`src/hdl/pdc_pkg.sv`:
```
package pdc_pkg;

	localparam int SYM_W = 12;
	localparam int KEY_W = 2 * SYM_W;
	localparam int CNT_W = 32;

	localparam logic [CNT_W-1:0] CNT_MAX   = '1;
	localparam logic [31:0]      HASH_MULT = 32'd2654435761;

	localparam logic MODE_COUNT  = 1'b0;
	localparam logic MODE_LOOKUP = 1'b1;

	typedef enum logic [2:0] {
		ST_CLEAR,
		ST_IDLE,
		ST_HASH,
		ST_HEAD,
		ST_PROBE
	} pdc_state_t;

endpackage

```
`src/hdl/pdc_hash.sv`:
```
module pdc_hash
	import pdc_pkg::*;
#(
	parameter int HASH_BUCKETS = 1024
) (
	input  logic                            clk,
	input  logic                            load,
	input  logic [KEY_W-1:0]                key,
	output logic [$clog2(HASH_BUCKETS)-1:0] bucket
);

	localparam int BKT_W  = $clog2(HASH_BUCKETS);
	localparam int BCNT_W = $clog2(HASH_BUCKETS + 1);

	logic [31:0]          prod_s1;
	logic [31:0]          mix;
	logic [15+BCNT_W:0]   scale;

	// first multiply, registered at the input transfer
	always_ff @(posedge clk) begin
		if (load) begin
			prod_s1 <= {{(32-KEY_W){1'b0}}, key} * HASH_MULT;
		end
	end

	// map the upper half onto [0, HASH_BUCKETS) with a multiply-high
	assign mix    = prod_s1 ^ (prod_s1 >> 15);
	assign scale  = {{BCNT_W{1'b0}}, mix[31:16]} * {16'b0, BCNT_W'(HASH_BUCKETS)};
	assign bucket = scale[16 +: BKT_W];

endmodule

```
`config.mk`:
```
export PLATFORM = sky130hd
export DESIGN_NAME = pdc_hash
export DESIGN_NICKNAME = d
export VERILOG_FILES = /design/src/hdl/pdc_pkg.sv /design/src/hdl/pdc_hash.sv
export SDC_FILE = /design/constraint.sdc
export NUM_CORES = 1
export LEC_CHECK = 0
export BUFFER_PORTS_ARGS = -buffer_cell sky130_fd_sc_hd__buf_2
export CAP_MARGIN = 40
export CORE_ASPECT_RATIO = 1.4
export CORE_MARGIN = 2
export CORE_UTILIZATION = 52
export CTS_CLUSTER_SIZE = 12
export DETAILED_ROUTE_END_ITERATION = 12
export GPL_TIMING_DRIVEN = 1
export HOLD_SLACK_MARGIN = 0.05
export PLACE_DENSITY = 0.69
export SLEW_MARGIN = 15
export SYNTH_ARGS = -nofsm -noshare
export SYNTH_HDL_FRONTEND = slang
export SYNTH_SLANG_ARGS = --single-unit
```
`constraint.sdc`:
```
create_clock -name clk -period 13.1 [get_ports clk]
set_clock_uncertainty 0.1 [all_clocks]
set_input_delay 0.655 -clock clk [delete_from_list [all_inputs] [get_ports clk]]
set_output_delay 0.655 -clock clk [all_outputs]
set_load 0.02 [all_outputs]
```
Word level (Yosys, flattened, before mapping)
Cells that the tools add are included.
- flip-flop bits (word level): 32
- latch bits: 0
- bits in writable memories: 0
- memory bits (read-only): 0
- input bits: 26
- output and inout port bits: 10
- logic and storage cells: 3
- memories kept: 0
- add/sub/neg operators: 0
- multipliers: 1
- divide/modulo/power cells: 0
- order comparisons: 0
- equal/unequal tests: 0
- shifts and indexed selects: 0
- muxes and demuxes: 0
- bitwise logic cells: 1
- reduce and logical (&&, ||, !) cells: 0
- operator list (kind ; number):
    $mul A24 B32 Y32 const B ; 1
    $xor A32 B17 Y32 ; 1

Depth between registers and ports, before layout
Gate-level depths: netlist (run 1).
- word-level depth: 1
- mapped depth: 23
- mapped depth without buffers: 23

Worst setup path before layout (run 1)
OpenSTA, ideal clock, no wires.
- path kind: input -> register
- start point: in key[6]
- end point: reg prod_s1[30], data pin
- arrival time: 5956 ps
- data required time: 12742 ps
- slack: 6786 ps
- cell stages on the path: 18
- cells stage by stage: fa_1 -> inv_1 -> fa_1 -> fa_1 -> inv_1 -> fa_1 -> fa_1 -> fa_1 -> inv_1 -> fa_1 -> inv_1 -> ha_1 -> and3_1 -> and3_1 -> a22o_1 -> or3_1 -> a31oi_1 -> xnor2_1
- word-level cells in the longest chain between the ends: 1
- ends and longest elaborated chain (what ; line ; text):
    start: declaration ; pdc_hash.sv:8 ; input logic [KEY_W-1:0] key,
    $mul A24 B32 Y32 ; pdc_hash.sv:22 ; prod_s1 <= {{(32-KEY_W){1'b0}}, key} * HASH_MULT;
    end signal: assignment ; pdc_hash.sv:22 ;
    end: declaration ; pdc_hash.sv:15 ; logic [31:0] prod_s1;
No other way between the ends.
A chain may end at the register's enable or synchronous reset.

Final worst setup path (run 1)
- start point: in key[3]
- end point: reg prod_s1[25], data pin
Same word-level chain as after synthesis.

==> results of run 1 <==
[layout by cell type (no fill, tap or decap), types with 2 or more instances in the layout]
cell type  instances
xnor2_1           25
buf_2             35
or3_1              3
and3_1             2
clkbuf_16          3
nor2_1             6
edfxtp_1          10
a21oi_1           11
nor3_1             4
inv_1            279
a211o_1            2
fa_1             181
nand4_1            3
a2111o_1           2
ha_1             140
xor2_1            10
nand2_1            3
clkinv_1           2
[cell type report]
class                      instances  share of cell area [%]
timing repair buffer              35                    2.22
tap                              185                    2.93
inverter                         280                    13.3
clock buffer                       3                   0.949
clock inverter                     1                  0.0475
multi-input combinational        412                    76.8
sequential                        10                    3.80
[path summary, 6_finish.rpt]
check,end,slack [ps],cells after the start
worst max-delay path,prod_s1[25]$_DFFE_PP_,6360,20
worst min-delay path,prod_s1[24]$_DFFE_PP_,700,1
[cells by family (layout without fill, tap and decap cells)]
kind of cell / after synthesis / after routing / synth area share, %
AO/OA/AOI/OAI: 28 / 28 / 2.97
XOR/XNOR: 35 / 35 / 4.13
adder cells (fa/ha/maj): 321 / 321 / 72.4
buffers and inverters: 280 / 319 / 14.2
flip-flops: 10 / 10 / 4.05
multiplexers: 1 / 1 / 0.135
AND/OR/NAND/NOR: 27 / 27 / 2.14
[synthesized netlist by cell type (2+ instances only)]
library cell,n,area (um^2)
ha_1,140,1750
a21oi_1,11,55.1
nand4_1,3,18.8
xor2_1,10,87.6
fa_1,181,3620
nand2_1,3,11.3
inv_1,279,1050
nor3_1,4,20.0
nor2_1,6,22.5
xnor2_1,25,219
edfxtp_1,10,300
or3_1,3,18.8
and3_1,2,12.5
a2111o_1,2,22.5
a211o_1,2,17.5
[worst max-delay path, cell delays in order]
cell and delay, ps:
buf_2 150, fa_1 630, inv_1 120, fa_1 490, inv_1 60, fa_1 500
fa_1 510, inv_1 50, fa_1 530, inv_1 50, fa_1 470, fa_1 390
ha_1 320, a21oi_1 390, nor2_1 80, a211o_1 300, o21bai_2 220, a21o_2 250
a2111o_1 430, o311ai_2 90
[stage by stage]
| step | worst slack [ps] | util, % |
|---|---|---|
| 2_1_floorplan | 6790 | - |
| 3_3_place_gp | 6300 | 56.3 |
| 3_5_place_dp | 6160 | 56.3 |
| 4_1_cts | 6400 | 56.8 |
| 5_1_grt | 6160 | 56.8 |
| 6_report | 6360 | 56.8 |
[routing by layer]
metal  part of all wire [%]  wire (um)  track usage, %
met5                      0          0               0
met4                    5.1        898            9.73
met3                    3.3        574            1.75
met2                     54       9510            45.1
met1                     37       6480            29.1
==> reports/results.ini, run 1 <==
[synth]
synth_area_um2=7420
synth_edf_count=10
yosysUniqueCellTypes=36
syn_area_per_cell_um2=10.6
yosysSeqAreaShare_pct=4.05
synthCells=702
synthFlopType=edfxtp_1
syn_nets=1049
synthArstFlopShare_pct=0
ys_ff_latch=10
synth-warning-count=0

[cells_and_area]
ff_latch_area_um2=300
top_register=prod_s1
largest_registers=prod_s1 x10
fill_cells=1279
num_antenna_cells=0
multi_input_area_um2=6070
stdcell_count=926
largest_reg_flops=10
finish.instance_area_um2=7910
fin_nets=1089
area_growth_pct=6.54
drive_above_1_share_pct=6.48

[sta]
rsz0062_at_grt=no
period_share_pct=51.5
period_minus_slack_ps=6740
tightestPinTransition_ps=619
slew-limit-headroom_pct=58.4
slew_viol_final=0
final_hold_viol_count=0
holdWs_ps=697
fmax_mhz=148
setup_tns_ps=0
setup_viol=0

[routing]
route.vias.total=4616
drc=0
drt-total-wl_um=17500
drtAntennaViolNets=0
drt-initial-drc-count=137
routedWlPerCell_um=18.9
vias_per_cell=4.98
first_pass_iters=4

[die]
rows=51
fp.dieH_um=145
dieArea_um2=15300
die_w_um=105
start_util_pct=53.4
io_pins=36
coreArea_um2=13900

[flow_run]
maxCapViolCount=0

[critical_path]
critPathArrivalTime_ps=6700
path_max_fanout=5
worstSetupStartpointType=input port
worstPathRequired_ps=13050
worstSetupEndpointType=flop
crit_type=input port to flop
critPathLaunch=key[3]

[placed_design]
postPlaceCellArea_um2=7830
io_buffers=35
dp.cells=922
gp_congestion=0.953
dp_hpwl_um=16500

[clocking]
cts-resized-gates=0
postCtsSetupBuffers=0
cts_tree=done
cts.sinks=10
cts_buffer_depth=2
clk_pin_slew_ps=40
numCtsBuffers=3
hold_buffers=0
h-tree-depth=1
cts-root-buf=clkbuf_16

[hold_path]
hold_class=input port to flop
min_from=load

[grt]
grt_overflow=0
grt_pass1_wl_um=28300
grt_max_degree=11
grt_pass1_vias=5469
track_usage_pct=24.3
antenna_found_initial=0

[run_status]
status=finished clean

Power of run 1 is left out: the tool's default activity adds up to more than one toggle a clock period on the data nets, which glitch-free logic cannot reach.
==> inputs of run 2 (changes only) <==
Settings changed: ABC_AREA from default to 1, PLACE_DENSITY 0.69 to 0.72.
Clock period 13.1 ns to 5.4 ns, I/O delays scaled along.
==> reports/results.ini, run 2 <==
[cells_and_area]
area_growth_pct=25.9
mostFrequentLayoutCell=inv_1
largest_registers=prod_s1 x10
final_cell_mix=inv_1 (295), fa_1 (163), nand2_1 (116), ha_1 (112), buf_4 (105)
fin_nets=1461
num_antenna_cells=0
finish.instance_area_um2=10500
largest_reg_flops=10
top_register=prod_s1
drive_above_1_share_pct=29.1

[grt]
grt_overflow=0
grt_max_degree=11
antenna_found_initial=0
track_usage_pct=29.2
grt_pass1_wl_um=38300
grt_pass1_vias=7540

[synth]
synth_common_cells=inv_1 (322), fa_1 (181), ha_1 (140), nand2_1 (135), nor2_1 (41)
yosysSeqAreaShare_pct=3.61
synth_top_area_cell=fa_1
synth_edf_count=10
synth_area_um2=8320
synth-warning-count=0
synth_top_area_share_pct=43.6
syn_area_per_cell_um2=8.64
synthArstFlopShare_pct=0
synthTopCellsByArea=fa_1 (44%), ha_1 (21%), inv_1 (15%), nand2_1 (6.1%), edfxtp_1 (3.6%)
syn_nets=1310
yosysUniqueCellTypes=26
synthCells=963
synthFlopType=edfxtp_1
synth_most_common_cell=inv_1
ys_ff_latch=10

[placed_design]
postPlaceCellArea_um2=9570
gp_congestion=0.973
io_buffers=35
dp_hpwl_um=21200

[flow_run]
maxCapViolCount=0

[die]
fp.dieH_um=154
start_util_pct=53.3
rows=54
io_pins=36
die_w_um=111
coreArea_um2=15600
dieArea_um2=17000

[critical_path]
slowest_stage=fa_2
crit_type=input port to flop
worstSetupStartpointType=input port
slowest_delay_ps=620
cpMostUsedCell=inv_2
worstSetupEndpointType=flop
worstPathRequired_ps=5290
path_max_fanout=4
critPathArrivalTime_ps=5350

[sta]
slew_viol_final=0
fmax_mhz=183
slew-limit-headroom_pct=64.8
tightestPinTransition_ps=526
final_hold_viol_count=0
period_minus_slack_ps=5460
period_share_pct=101
setup_tns_ps=-94.3
layout_setup_ws_ps=-61.1
rsz0062_at_grt=yes
setup_viol=5

[clocking]
numCtsBuffers=3
cts_buffer_depth=2
clk_pin_slew_ps=40
cts.sinks=10
h-tree-depth=1
hold_buffers=0
cts-root-buf=clkbuf_16
cts_tree=done

[routing]
drtAntennaViolNets=0
wl_met3_um=709
route.vias.total=6664
drc=0
first_pass_iters=4
wl_met1_um=8350
routedWlPerCell_um=18.3
vias_per_cell=5.09
drt-total-wl_um=23900
met2_wirelength_um=13100
routed.top_layer=met4
drt-initial-drc-count=277

[run_status]
failed_checks=setup timing
status=finished with violations

[hold_path]
hold_class=input port to flop

[run 2: cell count changes in the layout (fill, tap and decap cells not counted), sizes merged, moves of 3 or more]
cell	change
a21o	+4
a21oi	+15
buf	+111
inv	+58
nand2	+143
nand3	+20
nand4	+4
nor2	+39
o21ai	+14
or3	-3
xnor2	-21
[run 2: final cells by class]
| cell class | instances | area, um^2 |
|---|---|---|
| multi-input combinational | 614 | 7490 |
| fill | 1225 | 5140 |
| inverter | 339 | 1280 |
| timing repair buffer | 146 | 1080 |
| sequential | 10 | 300 |
| tap | 196 | 245 |
| clock buffer | 3 | 75.1 |
[run 2: cells by family after synthesis]
kind of cell               Yosys count  synth area share [%]
AOI/OAI and AO/OA                   54                  3.64
adders and majority gates          321                  64.6
and+or+nand+nor                    225                  11.4
DFF                                 10                  3.61
buffers and inverters              339                  15.3
xor gates and xnor gates            14                  1.47
[run 2: path summary, 6_finish.rpt]
path	end	startpoint	slack, ps	cells after the start
min	prod_s1[28]$_DFFE_PP_	load	310	1
max	prod_s1[31]$_DFFE_PP_	key[14]	-60	25
[run 2: per-layer routing]
layer | global-route usage, % | up-vias
met1 | 31.5 | 3286
li1 | - | 3099
met3 | 2.60 | 88
met2 | 55.8 | 191
met4 | 16.1 | 0
met5 | 0 | -
[run 2: stage by stage]
step | std cells | hold slack, ps | setup WS, ps | utilization (%)
after floorplan | 963 | 282 | 1.96 | -
after global placement | 1300 | 543 | -424 | 61.3
after detailed placement | 1300 | 552 | -472 | 61.3
after CTS | 1303 | 307 | -30.0 | 63.7
after global routing | 1308 | 316 | -206 | 67.1
final | 1308 | 309 | -61.1 | 67.1
[run 2: timing repair]
| action | CTS | global route |
|---|---|---|
| gates resized for setup | 78 | 119 |
| pin swaps | 65 | 74 |
| setup endpoints to repair | 10 | 10 |
| setup buffers | 0 | 6 |
[run 2: worst max-delay path: cells and delay by family]
| kind | cells | cell delay, ps |
|---|---|---|
| adder cells (fa/ha/maj) | 8 | 4010 |
| AO/OA/AOI/OAI | 1 | 130 |
| buffers and inverters | 9 | 490 |
| AND/OR/NAND/NOR | 7 | 460 |
Power of run 2 is left out for the same reason.
